`config.mk`:
```
export PLATFORM = sky130hd
export DESIGN_NAME = fpa_front
export DESIGN_NICKNAME = d
export VERILOG_FILES = /design/src/rtl/core/fpa_pkg.sv /design/src/rtl/core/fpa_front.sv
export SDC_FILE = /design/constraint.sdc
export NUM_CORES = 1
export LEC_CHECK = 0
export BUFFER_PORTS_ARGS = -buffer_cell sky130_fd_sc_hd__buf_2
export CAP_MARGIN = 40
export CORE_MARGIN = 2
export CORE_UTILIZATION = 41
export CTS_CLUSTER_SIZE = 12
export DETAILED_ROUTE_END_ITERATION = 16
export PLACE_DENSITY = 0.79
export REMOVE_ABC_BUFFERS = 1
export SLEW_MARGIN = 20
export SYNTH_ARGS = -nofsm -noshare
export SYNTH_HDL_FRONTEND = slang
export SYNTH_SLANG_ARGS = --single-unit
```
`constraint.sdc`:
```
create_clock -name clk -period 4.83 [get_ports clk]
set_clock_uncertainty 0.2 [all_clocks]
set_input_delay 0.483 -clock clk [delete_from_list [all_inputs] [get_ports clk]]
set_output_delay 0.483 -clock clk [all_outputs]
set_load 0.1 [all_outputs]
```
`src/rtl/core/fpa_pkg.sv`:
```
package fpa_pkg;

  localparam logic [3:0] MODE_ADD      = 4'd0;
  localparam logic [3:0] MODE_SUB      = 4'd1;
  localparam logic [3:0] MODE_MUL      = 4'd2;
  localparam logic [3:0] MODE_DIV      = 4'd3;
  localparam logic [3:0] MODE_GT       = 4'd4;
  localparam logic [3:0] MODE_LT       = 4'd5;
  localparam logic [3:0] MODE_GE       = 4'd6;
  localparam logic [3:0] MODE_LE       = 4'd7;
  localparam logic [3:0] MODE_EQ       = 4'd8;
  localparam logic [3:0] MODE_NE       = 4'd9;
  localparam logic [3:0] MODE_MIN      = 4'd10;
  localparam logic [3:0] MODE_MAX      = 4'd11;
  localparam logic [3:0] MODE_INC      = 4'd12;
  localparam logic [3:0] MODE_DEC      = 4'd13;
  localparam logic [3:0] MODE_TO_INT   = 4'd14;
  localparam logic [3:0] MODE_FROM_INT = 4'd15;

  localparam logic [1:0] ST_OK   = 2'd0;
  localparam logic [1:0] ST_OVF  = 2'd1;
  localparam logic [1:0] ST_DIV0 = 2'd2;

  localparam logic signed [31:0] FX_MAX = 32'sh7FFFFFFF;
  localparam logic signed [31:0] FX_MIN = 32'sh80000000;

  localparam int QDEPTH = 4;
  localparam int QAW    = 2;
  localparam int QCW    = 3;

  typedef struct packed {
    logic [3:0]         mode;
    logic signed [31:0] operand_a;
    logic signed [31:0] operand_b;
  } fpa_in_t;

  typedef struct packed {
    logic signed [31:0] result_value;
    logic               compare_true;
    logic [1:0]         status;
  } fpa_out_t;

  typedef enum logic [1:0] {
    CLS_SIMPLE,
    CLS_MUL,
    CLS_DIV,
    CLS_DIV0
  } fpa_cls_t;

  typedef struct packed {
    fpa_cls_t cls;
    fpa_in_t  item;
  } fpa_entry_t;

endpackage

```
`src/rtl/core/fpa_front.sv`:
```
module fpa_front
  import fpa_pkg::*;
(
  input  logic       clk,
  input  logic       rst_n,
  input  logic       in_valid,
  output logic       in_stall,
  input  fpa_in_t    in_data,
  output logic       q_push,
  output fpa_entry_t q_data,
  input  logic       q_full
);

  logic       valid_r;
  fpa_entry_t entry_r;
  fpa_entry_t entry_nxt;

  always_comb begin
    entry_nxt.item = in_data;
    if (in_data.mode == MODE_MUL) begin
      entry_nxt.cls = CLS_MUL;
    end else if (in_data.mode == MODE_DIV) begin
      entry_nxt.cls = (in_data.operand_b == '0) ? CLS_DIV0 : CLS_DIV;
    end else begin
      entry_nxt.cls = CLS_SIMPLE;
    end
  end

  assign in_stall = valid_r && q_full;
  assign q_push   = valid_r && !q_full;
  assign q_data   = entry_r;

  always_ff @(posedge clk) begin
    if (!rst_n) begin
      valid_r <= 1'b0;
    end else if (!in_stall) begin
      valid_r <= in_valid;
    end
    if (in_valid && !in_stall) begin
      entry_r <= entry_nxt;
    end
  end

endmodule

```
==> results.md <==
- Status: finished clean
- Flop2flop setup slack: 2.98 ns
- HPWL after DPL: 3.86 mm
- Core Region: 5170 um^2
- Synth top area cells: edfxtp_1, nor4_1, dfxtp_1
- Pwr Total: 1.49 mW
- DP Worst Slack: 2.66 ns
- WS Path Type: reg2out
- Slowest CP cell: buf_2
- Via-per-instance ratio: 4.54
- HP Start: in_data[34]
- Slew @ Worst Pin: 0.510 ns
- Fin nets: 317
- Vias: 1445
- Initial antenna violation count: 0
- Core Util, Final: 0.629
- CTS hold repair buffers: 0
- Register area: 2120 um^2
- Cell Pwr Density: 458 nW/um^2
- Ys Warns: 0
- Worst Hold Path EP: q_data[34]
- Critical path's largest stage delay: 0.46 ns
- R2r startpoint: valid_r
- Final period utilization: 0.417
- Arr. time, crit path: 1.33 ns
- Final WS setup: 2.82 ns
- Final ANT Viol Nets: 0
- Wire length of the first global-routing pass: 7.13 mm
- Slew HR: 0.663
- Peak supply drop: 0.293 mV
- Detailed router's first-iteration violation count: 67
- H-Tree Level Count: 3
- Cell variety after synth: 11
- Share of cells above drive strength 1: 0.645
- Synth Area per Inst: 25.2 um^2
- Max-slew violation count: 0
- Leakage: 1.39 nW
- Setup TNS: 0 ns
- Max Freq: 497 MHz
- Fin. Hold Viols: 0
- 1st-pass router iterations: 6
- N_diodes: 0
- Metal-1 WL: 1.83 mm
- I/O Buffers: 143
- Clock transition at path regs: 0.07 ns
- Clock sinks: 71
- Largest net degree at the start of global routing: 33
- EDFF count, synth: 70
- DIE AREA: 6070 um^2
- # Post-CTS Setup Buffers: 0
- Synth top area share: 0.939
- Final min period: 2.01 ns
- Worst R2R End: q_data[7]
- Unrepaired setup endpoints after global routing: no
- Starting Density: 0.433
- CP endpoint kind: output pin
- Die H: 77.9 um
- Top cell type by total area after synthesis: edfxtp_1
- Area grow syn2layout: 45.3%
- Final GP Congestion: 0.735
- Cells after synthesis: 89
- Met3 wire length: 432 um
- Count leader, synth: edfxtp_1
- Clk Latency, worst-skew pair: 0.32 ns
- Critical Path Fanout Max: 3
- DRC: 0
- CTS buffer count: 9
- # IOs: 144
- Avg WL per Cell: 15.5 um
- GRT Total Usage: 0.165
- CTS Root Cell: clkbuf_8
- Commonest cells post-synth: edfxtp_1, nor4_1, and3_1, nand4_1, nor2b_1
- CTS max path bufs: 2
- Critical path required time: 4.15 ns
- R2R cell count: 3
- Final WL: 4.93 mm
- Worst hold path depth: 1
- Sequential area share after synthesis: 0.948
- Top_reg_cell synth: edfxtp_1
- Vias in the first global route: 1463
- CP cell instances: and2_1 > buf_2
- CTS tree: done
- Worst Setup Start Kind: register
- Max Cap Viol: 0
- Filler cells: 392
- Grt total ovfl: 0
- # rows: 26
- Post_cts resized: 0
- Final setup viols: 0
- Flops & latches, synth: 71
- Area of the multi-input gates: 124 um^2
- Async set-reset flop share out of synthesis: 0
- WL met2: 2.59 mm
- Synth Cell Area: 2240 um^2
- Die width: 77.9 um
- Max layer used: met4
- Hold WC Path Type: in2reg
==> flip-flops by register name, indices dropped and copies added, names as in the netlist <==
name	flops
q_data	70
valid_r	1
==> metal layers <==
metal,global-route usage,up-vias
met5,0,-
met4,0.0737,0
met3,0.0628,8
met2,0.296,81
met1,0.169,679
li1,-,677
==> critical path: cells and delay by family, from the launching register on <==
family / cells / cell delay, ns
buffers and inverters: 1 / 0.46
DFF: 1 / 0.33
and+or+nand+nor: 1 / 0.21
==> worst max-delay path by stage <==
stage	from	to	depth (start not counted)
floorplan	q_full	q_data[0]	2
global placement	q_full	q_data[52]	4
detailed placement	q_full	q_data[59]	4
CTS	valid_r	in_stall	2
global route	valid_r	in_stall	2
finish	valid_r	in_stall	2
==> report_power, final <==
| group | switching [mW] | internal [mW] | total [mW] | leakage (nW) |
|---|---|---|---|---|
| combinational | 0.294 | 0.0477 | 0.341 | 0.614 |
| sequential | 0.00823 | 0.720 | 0.728 | 0.686 |
| clock | 0.192 | 0.229 | 0.421 | 0.0884 |
| total | 0.494 | 0.996 | 1.49 | 1.39 |
==> area by class of cell <==
type                    count  share of cell area
clock buffers               9              0.0381
clock inverters             5              0.0158
multi-input cells          18              0.0381
flip-flops and latches     71               0.653
well taps                  70              0.0269
repair buffers            145               0.229
==> cells in the final DEF (no fill, tap or decap) <==
cell and n:
clkinvlp_4 1, o21a_1 1, buf_12 1, buf_4 1
clkinv_1 1, and3_1 2, clkinv_2 2, nor4_2 1
nor2_1 1, clkbuf_8 9, bufinv_16 1, dfxtp_1 1
o21ai_1 1, and2_1 1, nor4_1 7, edfxtp_1 70
nor2b_1 1, nand4_1 2, nor2b_4 1, buf_2 143
==> logic make-up after synthesis <==
| family | count (synthesis) | synth area share |
|---|---|---|
| simple gates | 16 | 0.0464 |
| compound gates | 2 | 0.00559 |
| flops | 71 | 0.948 |
==> through the flow <==
step | cell area [um^2] | hold WS (ns) | std cells
finish | 3250 | 0.130 | 318
global route | 3250 | 0.112 | 318
CTS | 3250 | 0.108 | 318
detailed placement | 3080 | 0.463 | 304
global placement | 3060 | 0.431 | 303
floorplan | 2240 | 0.382 | 89
Note: power is estimated with default switching activity, not from simulation.
