**config.mk**
```make
export PLATFORM = sky130hd
export DESIGN_NAME = fpa_queue
export DESIGN_NICKNAME = d
export VERILOG_FILES = /design/src/rtl/core/fpa_pkg.sv /design/src/rtl/core/fpa_queue.sv
export SDC_FILE = /design/constraint.sdc
export NUM_CORES = 1
export LEC_CHECK = 0
export BUFFER_PORTS_ARGS = -buffer_cell sky130_fd_sc_hd__buf_4
export CAP_MARGIN = 20
export CORE_MARGIN = 2
export CORE_UTILIZATION = 50
export CTS_CLUSTER_DIAMETER = 200
export DETAILED_ROUTE_END_ITERATION = 10
export PLACE_DENSITY = 0.73
export SLEW_MARGIN = 20
export SYNTH_ARGS = -nofsm -noshare
export SYNTH_HDL_FRONTEND = slang
export SYNTH_SLANG_ARGS = --single-unit
```
**constraint.sdc**
```tcl
create_clock -name clk -period 3.6 [get_ports clk]
set_clock_uncertainty 0.15 [all_clocks]
set_input_delay 0.36 -clock clk [delete_from_list [all_inputs] [get_ports clk]]
set_output_delay 0.36 -clock clk [all_outputs]
set_load 0.005 [all_outputs]
```
**src/rtl/core/fpa_pkg.sv**
```systemverilog
package fpa_pkg;

  localparam logic [3:0] MODE_ADD      = 4'd0;
  localparam logic [3:0] MODE_SUB      = 4'd1;
  localparam logic [3:0] MODE_MUL      = 4'd2;
  localparam logic [3:0] MODE_DIV      = 4'd3;
  localparam logic [3:0] MODE_GT       = 4'd4;
  localparam logic [3:0] MODE_LT       = 4'd5;
  localparam logic [3:0] MODE_GE       = 4'd6;
  localparam logic [3:0] MODE_LE       = 4'd7;
  localparam logic [3:0] MODE_EQ       = 4'd8;
  localparam logic [3:0] MODE_NE       = 4'd9;
  localparam logic [3:0] MODE_MIN      = 4'd10;
  localparam logic [3:0] MODE_MAX      = 4'd11;
  localparam logic [3:0] MODE_INC      = 4'd12;
  localparam logic [3:0] MODE_DEC      = 4'd13;
  localparam logic [3:0] MODE_TO_INT   = 4'd14;
  localparam logic [3:0] MODE_FROM_INT = 4'd15;

  localparam logic [1:0] ST_OK   = 2'd0;
  localparam logic [1:0] ST_OVF  = 2'd1;
  localparam logic [1:0] ST_DIV0 = 2'd2;

  localparam logic signed [31:0] FX_MAX = 32'sh7FFFFFFF;
  localparam logic signed [31:0] FX_MIN = 32'sh80000000;

  localparam int QDEPTH = 4;
  localparam int QAW    = 2;
  localparam int QCW    = 3;

  typedef struct packed {
    logic [3:0]         mode;
    logic signed [31:0] operand_a;
    logic signed [31:0] operand_b;
  } fpa_in_t;

  typedef struct packed {
    logic signed [31:0] result_value;
    logic               compare_true;
    logic [1:0]         status;
  } fpa_out_t;

  typedef enum logic [1:0] {
    CLS_SIMPLE,
    CLS_MUL,
    CLS_DIV,
    CLS_DIV0
  } fpa_cls_t;

  typedef struct packed {
    fpa_cls_t cls;
    fpa_in_t  item;
  } fpa_entry_t;

endpackage

```
**src/rtl/core/fpa_queue.sv**
```systemverilog
module fpa_queue
  import fpa_pkg::*;
(
  input  logic       clk,
  input  logic       rst_n,
  input  logic       push,
  input  fpa_entry_t push_data,
  output logic       full,
  input  logic       pop,
  output logic       empty,
  output fpa_entry_t head
);

  fpa_entry_t           mem [QDEPTH];
  logic [QAW-1:0]       wr_r;
  logic [QAW-1:0]       rd_r;
  logic [QCW-1:0]       cnt_r;

  assign full  = (cnt_r == QCW'(QDEPTH));
  assign empty = (cnt_r == '0);
  assign head  = mem[rd_r];

  always_ff @(posedge clk) begin
    if (!rst_n) begin
      wr_r  <= '0;
      rd_r  <= '0;
      cnt_r <= '0;
    end else begin
      if (push) begin
        wr_r <= wr_r + 1'b1;
      end
      if (pop) begin
        rd_r <= rd_r + 1'b1;
      end
      if (push && !pop) begin
        cnt_r <= cnt_r + 1'b1;
      end else if (pop && !push) begin
        cnt_r <= cnt_r - 1'b1;
      end
    end
    if (push) begin
      mem[wr_r] <= push_data;
    end
  end

endmodule

```
==> summary.md <==
| Metric | Value |
|---|---|
| Root buffer cell | `clkbuf_16` |
| Top delay family on crit path | `flip-flops` |
| Worst-Skew Late Latency | `0.53 ns` |
| Switch share | `0.208` |
| TritonCTS Buffers | `29` |
| Top routing layer in use | `met4` |
| Num rows | `53` |
| Synth top cells by count | `edfxtp_1, mux4_2, and2_1, dfxtp_1` |
| CP cell instances | `buf_4, mux4_2, buf_4` |
| Yosys warning count | `0` |
| Cts hold-fix bufs | `71` |
| Worst Setup Start Kind | `flop` |
| Vias in the first global route | `5464` |
| Pre-CTS setup slack | `1.20 ns` |
| Nets | `725` |
| Initial antenna violation count | `0` |
| CTS tree | `built` |
| Largest net degree at the start of global routing | `71` |
| Die area | `22400 µm²` |
| Core area | `21000 µm²` |
| Port bufs | `145` |
| Final antenna diode count | `0` |
| Distinct cells, synth | `21` |
| Shortest period the worst path allows | `2.88 ns` |
| RSZ-0062 raised after global routing | `false` |
| CP Data Required Time | `3.09 ns` |
| Synth-to-Final Area Change | `28.1%` |
| Synthesized area | `10600 µm²` |
| Number of fill cells | `1400` |
| Placed inst area | `11900 µm²` |
| Wire length on met3 | `1040 µm` |
| Slew of the pin with the lowest slew margin | `1.06 ns` |
| Synth Instances | `409` |
| Power Density | `558 nW/µm²` |
| Overall Global Routing Usage | `0.175` |
| CP bufs+invs | `2` |
| Clk network pwr share | `0.377` |
| Chip height | `150 µm` |
| Syn_area_per_cell | `26.0 µm²` |
| Die Wd | `150 µm` |
| Ys flop type | `edfxtp_1` |
| I/O pin count | `146` |
| Post-CTS setup buffers | `0` |
| Buffer depth of the longest clock path | `3` |
| Synth area leaders | `edfxtp_1, mux4_2, dfxtp_1` |
| Finished Core Util | `0.649` |
| Count leader, synth | `edfxtp_1` |
| FFs w/ async S/R, synth | `0` |
| Initial DRC count | `344` |
| Design Power | `7590 µW` |
| Setup Crit Path Kind | `flop to output pin` |
| Post-route DRC violation count | `0` |
| Fmax | `0.347 GHz` |
| Yosys top cell area share | `0.792` |
| Logic pwr share | `0.101` |
| Final ANT Viol Nets | `0` |
| Area leader, netlist | `edfxtp_1` |
| Share of layout cells above drive strength 1 | `0.398` |
| First-pass detailed-route iteration total | `4` |
| WP data arrival | `2.37 ns` |
| Gp weighted congestion | `0.703` |
| H-tree depth | `1` |
| Fin crit share | `0.799` |
| First-pass GRT wire length | `29900 µm` |
| Slowest stage cell, crit path | `dfxtp_4` |
| Final Cell Area | `13600 µm²` |
| Final hold vios | `0` |
| CTS resizes | `0` |
| Clock slew at reported path FFs | `0.06 ns` |
| Hold crit path type | `input port to flop` |
| Switching power | `1580 µW` |
| M1 WL | `8080 µm` |
| Internal | `6010 µW` |
| Final HPWL DP | `10800 µm` |
| Final WL | `19700 µm` |
| Final setup viols | `0` |
| Slew margin rel. | `0.293` |
| Global route overflow | `0` |
| EDFF count, synth | `280` |
| DR vias | `4998` |
| Syn nets | `489` |
| VDD IR max | `0.413 mV` |
| Cell mode on critical path | `buf_4` |
| Initial Util | `0.507` |
| Outcome | `complete, no violations` |
| WL per Instance | `20.9 µm` |
| Fin worst setup slack | `0.722 ns` |
| Pleak | `0.00465 µW` |
| Routed wl met2 | `10100 µm` |
| Seq pwr share | `0.521` |
| Clk sinks | `289` |
| CP Max Fanout | `29` |
| Post-DR vias/cell | `5.31` |
| Crit end category | `output pin` |
| Max-slew violations | `0` |
| CP max stage delay | `0.73 ns` |
| Setup TNS | `0 ns` |
| Seq/Total Area, Yosys | `0.809` |
| Max-cap check violation count | `0` |
| #FFs+latches synth | `289` |
per-stage QoR:
step | std cells | hold WS (ns)
floorplan | 409 | 0.309
finish | 941 | 0.0348
global placement | 816 | 0.334
detailed placement | 816 | 0.412
CTS | 939 | 0.00609
global route | 941 | 0.0289
per-layer routing:
layer  vias to the layer above  GRT usage
met1                      2578      0.231
met4                         0     0.0542
met5                         -          0
met2                       163      0.298
li1                       2221          -
met3                        36     0.0351
sequential cells by signal, indices dropped and copies added (netlist names), named ones only:
signal	cells
wr_r	2
mem	280
cnt_r	3
rd_r	2
cells in the final DEF (no fill, tap or decap), drive strengths merged:
master	Yosys	layout
buf	16	150
xor2	3	3
clkinv	0	6
clkbuf	0	44
bufinv	0	1
ha	5	5
dfxtp	9	9
and2	9	9
nor3	1	1
fa	1	1
edfxtp	280	280
nor3b	1	1
dlygate4sd3	0	71
inv	4	5
a21boi	1	1
or3	1	1
nor2b	2	2
o21ai	1	1
mux4	70	70
xnor2	2	2
nand2	1	1
mux2i	2	2
cell families (layout without fill, tap and decap cells):
| kind of cell | after synthesis | after routing | share of synthesized area |
|---|---|---|---|
| DFF | 289 | 289 | 0.809 |
| muxes | 72 | 72 | 0.150 |
| and+or+nand+nor | 15 | 15 | 0.00860 |
| AOI/OAI and AO/OA | 2 | 2 | 0.00118 |
| xor gates and xnor gates | 5 | 5 | 0.00412 |
| buffers and inverters | 20 | 277 | 0.0193 |
| adders and majority gates | 6 | 6 | 0.00778 |
power groups by stage:
stage          clock network, µW  logic, µW  registers [µW]
6_report                    2860        768            3950
5_1_grt                     3050        829            3970
4_1_cts                     2930        774            3960
3_5_place_dp                   0        706            4030
3_3_place_gp                   0        686            4020
2_1_floorplan                  0        404            3970
area by class of cell:
class                   instances  area, µm²  share of cell area
well taps                     275        344              0.0253
clock inverters                 8       76.3             0.00561
flip-flops and latches        289       8600               0.632
repair buffers                221       1890               0.139
multi-input cells             100       1840               0.135
clock buffers                  44        843              0.0620
inverters                       4       15.0             0.00110
final timing paths:
| check | cells past startpoint | end | slack (ns) | startpoint |
|---|---|---|---|---|
| max | 3 | head[64] | 0.72 | flop |
| min | 3 | rd_r[0]$_SDFFE_PN0P_ | 0.03 | pop |
| max reg2reg | 3 | mem[0][12]$_DFFE_PP_ | 1.56 | wr_r[1]$_SDFFE_PN0P_ |
| min reg2reg | 2 | cnt_r[2]$_SDFFE_PN0P_ | 0.42 | cnt_r[2]$_SDFFE_PN0P_ |
worst reg2reg max path: stages (launching register included):
cell     delay (ns)
dfxtp_1        0.35
inv_1          0.11
ha_1           0.17
and2_4         0.85
(Power assumes the default switching activity.)
